`src/sv/espi_gc_pkg.sv`:
```
package espi_gc_pkg;

   localparam int unsigned ByteWidth  = 8;
   localparam int unsigned AddrWidth  = 16;
   localparam int unsigned DataWidth  = 32;
   localparam int unsigned StatWidth  = 16;
   localparam int unsigned CsrIdxWidth = 2;

   localparam logic [ByteWidth-1:0] CrcPoly = 8'h07;

   // configuration register indexes
   localparam logic [CsrIdxWidth-1:0] CSR_OPCODE    = 2'd0;
   localparam logic [CsrIdxWidth-1:0] CSR_WAIT_CODE = 2'd1;
   localparam logic [CsrIdxWidth-1:0] CSR_MAX_WAIT  = 2'd2;

   // configuration reset values
   localparam logic [ByteWidth-1:0] OpcodeReset   = 8'h21;
   localparam logic [ByteWidth-1:0] WaitCodeReset = 8'h0F;
   localparam logic [ByteWidth-1:0] MaxWaitReset  = 8'd16;

   // command bytes: opcode, address high, address low, CRC
   localparam logic [2:0] CmdLastByte  = 3'd3;
   // body bytes: four data, two status, then CRC
   localparam logic [2:0] BodyCrcByte  = 3'd6;
   localparam logic [2:0] BodyStatByte = 3'd4;

   typedef enum logic [2:0] {
      PH_IDLE   = 3'd0,
      PH_CMD    = 3'd1,
      PH_TAR    = 3'd2,
      PH_RSP    = 3'd3,
      PH_BODY   = 3'd4,
      PH_FINISH = 3'd5
   } phase_type;

   typedef struct packed {
      logic [ByteWidth-1:0] opcode;
      logic [ByteWidth-1:0] wait_code;
      logic [ByteWidth-1:0] max_wait;
   } cfg_type;

   typedef struct packed {
      logic                 cs_n;
      logic                 io0_level;
      logic                 io0_drive;
      logic                 busy_res;
      logic                 done_res;
      logic [ByteWidth-1:0] response_code;
      logic [DataWidth-1:0] config_data;
      logic [StatWidth-1:0] target_status;
      logic [ByteWidth-1:0] received_crc;
      logic                 crc_good;
      logic [ByteWidth-1:0] wait_count;
   } result_type;

   // CRC-8, MSB first, one whole byte
   function automatic logic [ByteWidth-1:0] crc_feed(input logic [ByteWidth-1:0] crc,
                                                     input logic [ByteWidth-1:0] b);
      logic [ByteWidth-1:0] c;
      c = crc ^ b;
      for (int k = 0; k < ByteWidth; k++) begin
         c = c[ByteWidth-1] ? ({c[ByteWidth-2:0], 1'b0} ^ CrcPoly)
                            : {c[ByteWidth-2:0], 1'b0};
      end
      return c;
   endfunction

endpackage

```
`src/sv/espi_gc_if.sv`:
```
interface espi_gc_req_if;
   logic        valid;
   logic        ready;
   logic        start_req;
   logic [15:0] cfg_address;
   logic        io1_level;

   modport source (output valid, start_req, cfg_address, io1_level, input ready);
   modport sink   (input valid, start_req, cfg_address, io1_level, output ready);
endinterface

interface espi_gc_rsp_if;
   logic        valid;
   logic        ready;
   logic        cs_n;
   logic        io0_level;
   logic        io0_drive;
   logic        busy_res;
   logic        done_res;
   logic [7:0]  response_code;
   logic [31:0] config_data;
   logic [15:0] target_status;
   logic [7:0]  received_crc;
   logic        crc_good;
   logic [7:0]  wait_count;

   modport source (output valid, cs_n, io0_level, io0_drive, busy_res, done_res,
                   response_code, config_data, target_status, received_crc,
                   crc_good, wait_count,
                   input ready);
   modport sink   (input valid, cs_n, io0_level, io0_drive, busy_res, done_res,
                   response_code, config_data, target_status, received_crc,
                   crc_good, wait_count,
                   output ready);
endinterface

```
`src/sv/espi_gc_seq.sv`:
```
module espi_gc_seq (
   input  logic                                 clock,
   input  logic                                 reset,
   input  espi_gc_pkg::cfg_type                 cfg,
   input  logic                                 take,
   input  logic                                 start_req,
   input  logic [espi_gc_pkg::AddrWidth-1:0]    cfg_address,
   input  logic                                 io1_level,
   output espi_gc_pkg::result_type              result
);
   import espi_gc_pkg::*;

   phase_type            phase_ff, phase_in;
   logic [2:0]           bit_ff, bit_in;
   logic [2:0]           byte_ff, byte_in;
   logic [ByteWidth-1:0] shift_ff, shift_in;
   logic [ByteWidth-1:0] crc_ff, crc_in;
   logic [ByteWidth-1:0] wcnt_ff, wcnt_in;
   logic [AddrWidth-1:0] addr_ff, addr_in;
   logic [ByteWidth-1:0] rsp_ff, rsp_in;
   logic [DataWidth-1:0] data_ff, data_in;
   logic [StatWidth-1:0] stat_ff, stat_in;

   // hold sequencer state, advance on each accepted transaction
   always_ff @(posedge clock) begin
      if (reset) begin
         phase_ff <= PH_IDLE;
         bit_ff   <= 3'd7;
         byte_ff  <= '0;
         shift_ff <= '0;
         crc_ff   <= '0;
         wcnt_ff  <= '0;
         addr_ff  <= '0;
         rsp_ff   <= '0;
         data_ff  <= '0;
         stat_ff  <= '0;
      end else if (take) begin
         phase_ff <= phase_in;
         bit_ff   <= bit_in;
         byte_ff  <= byte_in;
         shift_ff <= shift_in;
         crc_ff   <= crc_in;
         wcnt_ff  <= wcnt_in;
         addr_ff  <= addr_in;
         rsp_ff   <= rsp_in;
         data_ff  <= data_in;
         stat_ff  <= stat_in;
      end
   end

   // next state and pin levels for one serial clock period
   always_comb begin
      logic                 again;
      logic [ByteWidth-1:0] rx_byte;
      phase_in = phase_ff;
      bit_in   = bit_ff;
      byte_in  = byte_ff;
      shift_in = shift_ff;
      crc_in   = crc_ff;
      wcnt_in  = wcnt_ff;
      addr_in  = addr_ff;
      rsp_in   = rsp_ff;
      data_in  = data_ff;
      stat_in  = stat_ff;
      again    = 1'b0;
      rx_byte  = '0;
      result   = '0;
      result.cs_n      = 1'b1;
      result.io0_level = 1'b1;
      result.io0_drive = 1'b1;

      // latch the address and load the opcode on start
      if (phase_ff == PH_IDLE && start_req) begin
         addr_in  = cfg_address;
         phase_in = PH_CMD;
         byte_in  = '0;
         bit_in   = 3'd7;
         shift_in = cfg.opcode;
         crc_in   = '0;
         wcnt_in  = '0;
         rsp_in   = '0;
         data_in  = '0;
         stat_in  = '0;
      end

      unique case (phase_in)
         PH_CMD: begin
            result.cs_n      = 1'b0;
            result.busy_res  = 1'b1;
            result.io0_level = shift_in[bit_in];
            if (bit_in == 3'd0) begin
               if (byte_in < CmdLastByte) crc_in = crc_feed(crc_in, shift_in);
               byte_in = byte_in + 3'd1;
               bit_in  = 3'd7;
               if (byte_in == 3'd1) shift_in = addr_in[AddrWidth-1 -: ByteWidth];
               else if (byte_in == 3'd2) shift_in = addr_in[ByteWidth-1:0];
               else if (byte_in == CmdLastByte) shift_in = crc_in;
               else begin
                  phase_in = PH_TAR;
                  bit_in   = 3'd1;
               end
            end else begin
               bit_in = bit_in - 3'd1;
            end
         end
         PH_TAR: begin
            result.cs_n     = 1'b0;
            result.busy_res = 1'b1;
            if (bit_in != 3'd0) begin
               bit_in = 3'd0;
            end else begin
               result.io0_drive = 1'b0;
               phase_in = PH_RSP;
               bit_in   = 3'd7;
               shift_in = '0;
               wcnt_in  = '0;
            end
         end
         PH_RSP: begin
            result.cs_n      = 1'b0;
            result.busy_res  = 1'b1;
            result.io0_drive = 1'b0;
            shift_in[bit_in] = shift_in[bit_in] | io1_level;
            if (bit_in == 3'd0) begin
               // retry on wait code until the limit is reached
               if (shift_in == cfg.wait_code) begin
                  wcnt_in = wcnt_in + 8'd1;
                  if (wcnt_in < cfg.max_wait) again = 1'b1;
               end
               bit_in = 3'd7;
               if (!again) begin
                  rsp_in   = shift_in;
                  crc_in   = crc_feed('0, shift_in);
                  phase_in = PH_BODY;
                  byte_in  = '0;
               end
               shift_in = '0;
            end else begin
               bit_in = bit_in - 3'd1;
            end
         end
         PH_BODY: begin
            result.cs_n      = 1'b0;
            result.busy_res  = 1'b1;
            result.io0_drive = 1'b0;
            shift_in[bit_in] = shift_in[bit_in] | io1_level;
            if (bit_in == 3'd0) begin
               rx_byte = shift_in;
               bit_in  = 3'd7;
               // assemble data and status little-endian
               if (byte_in < BodyStatByte) begin
                  data_in[{byte_in[1:0], 3'b000} +: ByteWidth] =
                     data_in[{byte_in[1:0], 3'b000} +: ByteWidth] | rx_byte;
               end else if (byte_in < BodyCrcByte) begin
                  stat_in[{byte_in[0], 3'b000} +: ByteWidth] =
                     stat_in[{byte_in[0], 3'b000} +: ByteWidth] | rx_byte;
               end
               if (byte_in < BodyCrcByte) begin
                  crc_in   = crc_feed(crc_in, rx_byte);
                  byte_in  = byte_in + 3'd1;
                  shift_in = '0;
               end else begin
                  phase_in = PH_FINISH;
               end
            end else begin
               bit_in = bit_in - 3'd1;
            end
         end
         PH_FINISH: begin
            result.done_res      = 1'b1;
            result.response_code = rsp_in;
            result.config_data   = data_in;
            result.target_status = stat_in;
            result.received_crc  = shift_in;
            result.crc_good      = (crc_in == shift_in);
            result.wait_count    = wcnt_in;
            phase_in = PH_IDLE;
            bit_in   = 3'd7;
            byte_in  = '0;
         end
         default: begin
            // idle: release chip select, nothing to do
         end
      endcase
   end

endmodule

```
`src/sv/espi_get_config_host_master_top.sv`:
```
// A result is registered in the cycle after its transaction is accepted.
// Throughput: one transaction per clock cycle while the result register is empty or
// rsp_bus.ready is high, so transactions may arrive back to back.
// Reset: synchronous, active high; the sequencer returns to idle, the result register
// empties and the configuration registers take their default values.
module espi_get_config_host_master_top (
   input  logic                                  clock,
   input  logic                                  reset,
   espi_gc_req_if.sink                           req_bus,
   espi_gc_rsp_if.source                         rsp_bus,
   input  logic                                  csr_we,
   input  logic [espi_gc_pkg::CsrIdxWidth-1:0]   csr_index,
   input  logic [espi_gc_pkg::ByteWidth-1:0]     csr_wdata
);
   import espi_gc_pkg::*;

   cfg_type    cfg_ff;
   result_type step_res;
   result_type out_ff;
   logic       out_valid_ff;
   logic       take;

   // configuration registers; unknown indexes are dropped
   always_ff @(posedge clock) begin
      if (reset) begin
         cfg_ff.opcode    <= OpcodeReset;
         cfg_ff.wait_code <= WaitCodeReset;
         cfg_ff.max_wait  <= MaxWaitReset;
      end else if (csr_we) begin
         unique case (csr_index)
            CSR_OPCODE:    cfg_ff.opcode    <= csr_wdata;
            CSR_WAIT_CODE: cfg_ff.wait_code <= csr_wdata;
            CSR_MAX_WAIT:  cfg_ff.max_wait  <= csr_wdata;
            default: begin
            end
         endcase
      end
   end

   // accept while the result register is empty or draining
   assign req_bus.ready = !out_valid_ff || rsp_bus.ready;
   assign take          = req_bus.valid && req_bus.ready;

   espi_gc_seq u_seq (
      .clock       (clock),
      .reset       (reset),
      .cfg         (cfg_ff),
      .take        (take),
      .start_req   (req_bus.start_req),
      .cfg_address (req_bus.cfg_address),
      .io1_level   (req_bus.io1_level),
      .result      (step_res)
   );

   // result register
   always_ff @(posedge clock) begin
      if (reset) begin
         out_valid_ff <= 1'b0;
      end else if (take) begin
         out_valid_ff <= 1'b1;
      end else if (rsp_bus.ready) begin
         out_valid_ff <= 1'b0;
      end
   end

   always_ff @(posedge clock) begin
      if (take) begin
         out_ff <= step_res;
      end
   end

   assign rsp_bus.valid         = out_valid_ff;
   assign rsp_bus.cs_n          = out_ff.cs_n;
   assign rsp_bus.io0_level     = out_ff.io0_level;
   assign rsp_bus.io0_drive     = out_ff.io0_drive;
   assign rsp_bus.busy_res      = out_ff.busy_res;
   assign rsp_bus.done_res      = out_ff.done_res;
   assign rsp_bus.response_code = out_ff.response_code;
   assign rsp_bus.config_data   = out_ff.config_data;
   assign rsp_bus.target_status = out_ff.target_status;
   assign rsp_bus.received_crc  = out_ff.received_crc;
   assign rsp_bus.crc_good      = out_ff.crc_good;
   assign rsp_bus.wait_count    = out_ff.wait_count;

endmodule
```
`src/flat_wrapper.sv`:
```
// flat-port wrapper written by rule: the top's interface ports become plain ports
module espi_get_config_host_master_top_flat import espi_gc_pkg::*;
  (clock, reset, csr_we, csr_index, csr_wdata, req_bus_valid, req_bus_start_req, req_bus_cfg_address, req_bus_io1_level, req_bus_ready, rsp_bus_valid, rsp_bus_cs_n, rsp_bus_io0_level, rsp_bus_io0_drive, rsp_bus_busy_res, rsp_bus_done_res, rsp_bus_response_code, rsp_bus_config_data, rsp_bus_target_status, rsp_bus_received_crc, rsp_bus_crc_good, rsp_bus_wait_count, rsp_bus_ready);
  espi_gc_req_if req_bus_i ();
  espi_gc_rsp_if rsp_bus_i ();
  input  logic clock;
  input  logic reset;
  input  logic csr_we;
  input  logic [espi_gc_pkg::CsrIdxWidth-1:0] csr_index;
  input  logic [espi_gc_pkg::ByteWidth-1:0] csr_wdata;
  input wire logic [$bits(req_bus_i.valid)-1:0] req_bus_valid;
  input wire logic [$bits(req_bus_i.start_req)-1:0] req_bus_start_req;
  input wire logic [$bits(req_bus_i.cfg_address)-1:0] req_bus_cfg_address;
  input wire logic [$bits(req_bus_i.io1_level)-1:0] req_bus_io1_level;
  output wire logic [$bits(req_bus_i.ready)-1:0] req_bus_ready;
  output wire logic [$bits(rsp_bus_i.valid)-1:0] rsp_bus_valid;
  output wire logic [$bits(rsp_bus_i.cs_n)-1:0] rsp_bus_cs_n;
  output wire logic [$bits(rsp_bus_i.io0_level)-1:0] rsp_bus_io0_level;
  output wire logic [$bits(rsp_bus_i.io0_drive)-1:0] rsp_bus_io0_drive;
  output wire logic [$bits(rsp_bus_i.busy_res)-1:0] rsp_bus_busy_res;
  output wire logic [$bits(rsp_bus_i.done_res)-1:0] rsp_bus_done_res;
  output wire logic [$bits(rsp_bus_i.response_code)-1:0] rsp_bus_response_code;
  output wire logic [$bits(rsp_bus_i.config_data)-1:0] rsp_bus_config_data;
  output wire logic [$bits(rsp_bus_i.target_status)-1:0] rsp_bus_target_status;
  output wire logic [$bits(rsp_bus_i.received_crc)-1:0] rsp_bus_received_crc;
  output wire logic [$bits(rsp_bus_i.crc_good)-1:0] rsp_bus_crc_good;
  output wire logic [$bits(rsp_bus_i.wait_count)-1:0] rsp_bus_wait_count;
  input wire logic [$bits(rsp_bus_i.ready)-1:0] rsp_bus_ready;
  assign req_bus_i.valid = req_bus_valid;
  assign req_bus_i.start_req = req_bus_start_req;
  assign req_bus_i.cfg_address = req_bus_cfg_address;
  assign req_bus_i.io1_level = req_bus_io1_level;
  assign req_bus_ready = req_bus_i.ready;
  assign rsp_bus_valid = rsp_bus_i.valid;
  assign rsp_bus_cs_n = rsp_bus_i.cs_n;
  assign rsp_bus_io0_level = rsp_bus_i.io0_level;
  assign rsp_bus_io0_drive = rsp_bus_i.io0_drive;
  assign rsp_bus_busy_res = rsp_bus_i.busy_res;
  assign rsp_bus_done_res = rsp_bus_i.done_res;
  assign rsp_bus_response_code = rsp_bus_i.response_code;
  assign rsp_bus_config_data = rsp_bus_i.config_data;
  assign rsp_bus_target_status = rsp_bus_i.target_status;
  assign rsp_bus_received_crc = rsp_bus_i.received_crc;
  assign rsp_bus_crc_good = rsp_bus_i.crc_good;
  assign rsp_bus_wait_count = rsp_bus_i.wait_count;
  assign rsp_bus_i.ready = rsp_bus_ready;
  espi_get_config_host_master_top u_core (.clock(clock), .reset(reset), .req_bus(req_bus_i), .rsp_bus(rsp_bus_i), .csr_we(csr_we), .csr_index(csr_index), .csr_wdata(csr_wdata));
endmodule
```
`config.mk`:
```
export PLATFORM = sky130hd
export DESIGN_NAME = espi_get_config_host_master_top_flat
export DESIGN_NICKNAME = d
export VERILOG_FILES = /design/src/sv/espi_gc_pkg.sv /design/src/sv/espi_gc_if.sv /design/src/sv/espi_gc_seq.sv /design/src/sv/espi_get_config_host_master_top.sv /design/src/flat_wrapper.sv
export SDC_FILE = /design/constraint.sdc
export NUM_CORES = 1
export LEC_CHECK = 0
export BUFFER_PORTS_ARGS = -buffer_cell sky130_fd_sc_hd__buf_2
export CAP_MARGIN = 20
export CORE_MARGIN = 4
export CORE_UTILIZATION = 40
export CTS_CLUSTER_DIAMETER = 200
export DETAILED_ROUTE_END_ITERATION = 8
export REMOVE_ABC_BUFFERS = 1
export SKIP_CTS_REPAIR_TIMING = 1
export SLEW_MARGIN = 25
export SYNTH_ARGS = -nofsm -noshare
export SYNTH_HDL_FRONTEND = slang
export SYNTH_HIERARCHICAL = 1
export SYNTH_SLANG_ARGS = --single-unit
```
`constraint.sdc`:
```
create_clock -name clock -period 8.75 [get_ports clock]
set_clock_uncertainty 0.2 [all_clocks]
set_input_delay 0.875 -clock clock [delete_from_list [all_inputs] [get_ports clock]]
set_output_delay 0.875 -clock clock [all_outputs]
set_load 0.005 [all_outputs]
```
-- After elaboration in Yosys (flattened, before gate mapping)
Index checks and enable logic that the tools add are counted.
- eq/ne operators: 12
- muxes and demuxes: 105
- reduce and logical (&&, ||, !) cells: 15
- add/subtract/negate cells: 5
- bitwise gates (word level): 29
- magnitude comparators: 6
- shifts and indexed selects: 6
- operators by type and width (kind ; number):
    8-bit 2-to-1 mux ; 24
    3-bit 2-to-1 mux ; 47
    32-bit 2-to-1 mux ; 4
    16-bit 2-to-1 mux ; 6
    74-bit 2-to-1 mux ; 1
    3-bit inverter ; 24
    32-bit bitwise mux ; 1
    8-bit case mux with 4 select lines ; 1
    8-bit by 7-bit variable shift with 32-bit output, first input constant ; 1
    32-bit by 6-bit variable part select with 8-bit output ; 1
    8-bit by 7-bit variable part select with 32-bit output ; 1
    3-bit case mux with 4 select lines ; 2
    8-bit case mux with 3 select lines ; 1
    16-bit bitwise mux ; 1
    8-bit equality test ; 2
    8-bit bitwise OR ; 2
    8-bit case mux with 2 select lines ; 1
    8-bit by 6-bit variable shift with 16-bit output, first input constant ; 1
    16-bit by 5-bit variable part select with 8-bit output ; 1
    8-bit by 6-bit variable part select with 16-bit output ; 1
    8-bit bitwise XOR ; 2
    3-bit case mux with 5 select lines ; 1
    3-bit by 2-bit equality test with 1-bit output, second input constant ; 4
    1-bit 2-to-1 mux ; 11
    29 further kinds ; 37
- input port bits: 33
- logic and storage cells: 203
- bits in registers: 208
- output and inout port bits: 80

-- Logic depth before layout (Yosys ltp)
- word-level depth: 28
- mapped depth: 26
- gate-level depth less buffers: 19

-- Modules after synthesis
Netlist, hierarchy kept.
- modules (own cells, without submodules) (module ; area each (µm²) ; sequential area each (µm²) ; cells an instance ; instances):
    espi_gc_seq ; 7906.3 ; 2102.0 ; 1045 ; 1
    espi_get_config_host_master_top ; 3385.7 ; 2842.7 ; 181 ; 1

-- Worst setup path after synthesis
Ideal clock, no wire load.
- kind: input to register
- start point: input port req_bus_start_req
- end point: register u_core.u_seq.crc_ff[5]
- library setup time: 122 ps
- arrival time: 5217 ps
- stages on the path: 25
- path slack: 3212 ps
- path buffers: 7
- cell sequence: or4b_1 -> buf_2 -> buf_2 -> buf_2 -> buf_1 -> clkbuf_1 -> and2_1 -> ha_1 -> nand2_1 -> nor2_1 -> nand3_1 -> xor2_1 -> nor2_1 -> ha_1 -> a211oi_1 -> nand2_1 -> nor3_1 -> o21bai_1 -> a2111oi_4 -> nand3_2 -> and2_1 -> buf_6 -> and3_4 -> buf_6 -> a221o_1
- longest elaborated chain between the ends: 16
- elaborated cells on any way between the ends: 53
- RTL lines (item ; line ; RTL):
    from (decl) ; flat_wrapper.sv:12 ; input wire logic [$bits(req_bus_i.start_req)-1:0] req_bus_start_req;
    1-bit logical AND (*) ; espi_gc_seq.sv:73 ; if (phase_ff == PH_IDLE && start_req) begin
    parallel branches: the longest is 14 deep, another holds 8-bit by 1-bit adder with 8-bit output ; n/a ;
    8-bit case mux with 3 select lines (*) ; espi_gc_seq.sv:86 ; unique case (phase_in)
    to (signal assigned) ; espi_gc_seq.sv:42 ; crc_ff <= crc_in;
    to (decl) ; espi_gc_seq.sv:17 ; logic [ByteWidth-1:0] crc_ff, crc_in;
Mark *: on every way between the ends. The select of a mux whose other input is x is not followed.
A chain may end at the register's enable or synchronous reset.

-- Worst setup path after layout
- start point: register u_core.u_seq.phase_ff[2]
- end point: register u_core.u_seq.crc_ff[5]
- longest elaborated chain between the ends: 17
- elaborated cells on any way between the ends: 54
- RTL lines (item ; line ; RTL):
    from (decl) ; espi_gc_seq.sv:13 ; phase_type phase_ff, phase_in;
    from (signal assigned) ; espi_gc_seq.sv:38 ; phase_ff <= phase_in;
    parallel branches: the longest is 16 deep, another holds 8-bit by 1-bit adder with 8-bit output ; n/a ;
    8-bit case mux with 3 select lines (*) ; espi_gc_seq.sv:86 ;
Marks and branches as above.

==> run summary <==
Worst Reg-to-Reg Cells - 17
clk slew on worst S/H paths - 0.06 ns
VDD IR max - 0.000118 V
pwr/cell area - 187 mW/mm^2
DR WL/cell - 19.0 um
top-area cell type share of the netlist area - 0.230
critical path cell sequence - or4b_2 > buf_4 > nand2_1 > nor2_1 > nand3_1 > xor2_1 > nor2_1 > ha_1 > a211oi_1 > nand2_1 > nor3_1 > o21bai_1 > a2111oi_4 > nand3_2 > and2_1 > and3_4 > a221o_1
Fillers - 2708
run status - complete, no violations
Die Span X - 176 um
row cnt - 61
synth top area cells - dfxtp_1, edfxtp_1, nor2_1
Top Ports - 113
Simple-Gate Fraction of Synth Area - 0.192
Yosys reg bits - 208
Antenna Cells - 0
Critical path buffers and inverters - 1
vias in the first global route - 8844
CTS root buf - clkbuf_16
max_cap viols - 0
Max Freq - 0.179 GHz
TritonCTS clock tree - built
delay of the slowest cell on the worst path - 0.82 ns
largest area contributor in the synthesized netlist - dfxtp_1
H-tree depth - 1
sw power - 663 uW
Nets - 1356
XOR/XNOR Fraction of Synth Area - 0.0582
Compound-Gate Fraction of Synth Area - 0.177
sequential area share after synthesis - 0.438
Tcrit/Tclk final - 0.640
Arr. time, crit path - 5.81 ns
Hold Crit Endpoint - u_core/u_seq/addr_ff[6]
Logic pwr share - 0.153
crit end category - flop
Reg-to-Reg End - u_core/u_seq/crc_ff[5]
largest net degree at the start of global routing - 67
sequential power share - 0.437
initial antenna violation count - 1
first-pass GRT wire length - 50300 um
DR vias/cell - 5.65
die area - 0.0310 sq mm
total core area - 0.0278 sq mm
total wire length - 32400 um
power share of the clock group - 0.410
Overflow after GRT - 0
First-pass DRT Iterations - 8
relative slew slack - 0.313
IO Port Bufs - 112
Die H - 176 um
area grow syn2layout - 14.6%
mux contribution to synthesized area - 0.0709
RSZ-0062 raised after global routing - false
CP max-delay cell - or4b_2
crit-path leading delay family - simple AND/OR/NAND/NOR gates
top-count cell post-synth - nor2_1
Mean Syn Cell Area - 9.21 sq um
vias - 9598
P_int - 1760 uW
Residual DRC - 0
largest family of logic cells by synthesized area - simple AND/OR/NAND/NOR gates
Sw Ratio - 0.274
yosys warns - 6
Initial Util - 0.406
HP Start - u_core/u_seq/addr_ff[6]
GPL Wtd Cong - 0.911
CP Data Required Time - 8.96 ns
minimum clock period - 5.60 ns
Post-synth ARST share - 0
worst-case clock buffer depth - 3
worst-skew pair later-pin latency - 0.53 ns
largest fanout on the critical path - 44
EDFF count, synth - 78
Total GRT Usage - 0.200
Fin. Hold Viols - 0
share of cells above drive strength 1 - 0.155
Startpoint Class - flop
Unique masters post-synth - 83
Hold WC Path Type - flop to flop
adder-cell share of the synthesized area - 0.0211
top cells by count, synth - nor2_1, dfxtp_1, nand2_1, a21oi_1, edfxtp_1
Clock Sinks - 208
Cell Area, Synth - 0.0113 sq mm
setup TNS - 0 ns
TritonCTS buffer count - 24
CP startpoint - u_core/u_seq/phase_ff[2]
Final Max Tran Viols - 0
FF-to-FF Start - u_core/u_seq/phase_ff[2]
final setup fails - 0
CP Class - flop to flop
leakage power - 0.00498 uW
worst slew pin tran - 1.03 ns
DP HPWL - 22200 um
synthesized instance count - 1226
worst hold stages - 2
Worst Hold Slack - 0.252 ns
dominant synthesized flop cell - dfxtp_1
reg2reg setup slack - 3.15 ns
Final ANT Viol Nets - 0
initial DRC count - 1027
area by class of cell:
cell class / instances / area [sq um] / share of cell area
Tap cell: 378 / 473 / 0.0366
Inverter: 40 / 150 / 0.0116
Timing Repair Buffer: 132 / 713 / 0.0551
Clock buffer: 34 / 658 / 0.0509
Clock inverter: 10 / 118 / 0.00909
Sequential cell: 208 / 4940 / 0.382
Multi-Input combinational cell: 898 / 5880 / 0.455
worst reg2reg max path: stages (launching register included):
cell and delay [ns]:
dfxtp_1 0.69, or4b_2 0.83, buf_4 0.57, nand2_1 0.16, nor2_1 0.29, nand3_1 0.14, xor2_1 0.16, nor2_1 0.15
ha_1 0.29, a211oi_1 0.24, nand2_1 0.09, nor3_1 0.19, o21bai_1 0.13, a2111oi_4 0.22, nand3_2 0.18, and2_1 0.34
and3_4 0.28, a221o_1 0.33
state kept, by name (all words and copies together) (netlist names), 3 cells and up:
signal / flops
u_core/u_seq/addr_ff: 16
u_core/u_seq/bit_ff: 3
u_core/u_seq/phase_ff: 3
u_core/rsp_bus.config_data: 32
u_core/rsp_bus.received_crc: 8
u_core/u_seq/shift_ff: 8
u_core/rsp_bus.target_status: 16
u_core/u_seq/stat_ff: 16
u_core/u_seq/wcnt_ff: 8
u_core/rsp_bus.wait_count: 8
u_core/cfg_ff: 24
u_core/u_seq/data_ff: 32
u_core/rsp_bus.response_code: 8
u_core/u_seq/crc_ff: 8
u_core/u_seq/byte_ff: 3
u_core/u_seq/rsp_ff: 8
metal layers:
layer / up-vias / global-route usage / routed length (um)
met3: 67 / 0.0272 / 2170
met2: 377 / 0.315 / 14600
met5: - / 0 / 13
li1: 4548 / - / -
met1: 4604 / 0.284 / 14500
met4: 2 / 0.0653 / 1070
worst max path at each step:
stage | slack [ns] | to | cells after the start
floorplan | 2.51 | u_core/u_seq/data_ff[0] | 7
global placement | 3.03 | u_core/u_seq/crc_ff[5] | 18
detailed placement | 2.90 | u_core/u_seq/crc_ff[5] | 18
CTS | 3.21 | u_core/u_seq/crc_ff[5] | 17
global route | 2.83 | u_core/u_seq/crc_ff[6] | 17
finish | 3.15 | u_core/u_seq/crc_ff[5] | 17
power by group through the flow:
stage	logic (uW)	clock network [uW]	registers (uW)
2_1_floorplan	236	0	1080
3_3_place_gp	361	0	1080
3_5_place_dp	364	0	1080
4_1_cts	365	1010	1060
5_1_grt	401	1050	1060
6_report	370	991	1060
layout by cell type, fill, tap and decap left out, types with 16 or more instances in the layout:
cell type / n
nor2_1: 156
dfxtp_1: 130
nand2_1: 124
buf_2: 111
a21oi_1: 79
edfxtp_1: 78
and2_1: 56
mux2i_1: 52
inv_1: 40
xnor2_1: 39
o21ai_0: 39
nand2b_1: 37
a22oi_1: 30
xor2_1: 28
clkbuf_16: 24
buf_4: 21
nand3_1: 20
nor3_1: 20
ha_1: 19
a221o_1: 16
per-stage QoR:
| stage | worst slack [ns] | instances | instance area (sq um) | total power, uW | util |
|---|---|---|---|---|---|
| 2_1_floorplan | 2.51 | 1146 | 11000 | 1310 | - |
| 3_3_place_gp | 3.03 | 1656 | 12200 | 1440 | 0.438 |
| 3_5_place_dp | 2.90 | 1656 | 12200 | 1440 | 0.438 |
| 4_1_cts | 3.21 | 1700 | 12900 | 2440 | 0.466 |
| 5_1_grt | 2.83 | 1700 | 12900 | 2510 | 0.466 |
| 6_report | 3.15 | 1700 | 12900 | 2420 | 0.466 |
logic make-up (layout without fill, tap and decap cells):
kind of cell / after synthesis / in the layout
xor gates and xnor gates: 70 / 70
adders and majority gates: 19 / 19
buffers and inverters: 120 / 216
and+or+nand+nor: 456 / 456
DFF: 208 / 208
AOI/OAI and AO/OA: 285 / 285
muxes: 68 / 68
Note: power is estimated with default switching activity, not from simulation.
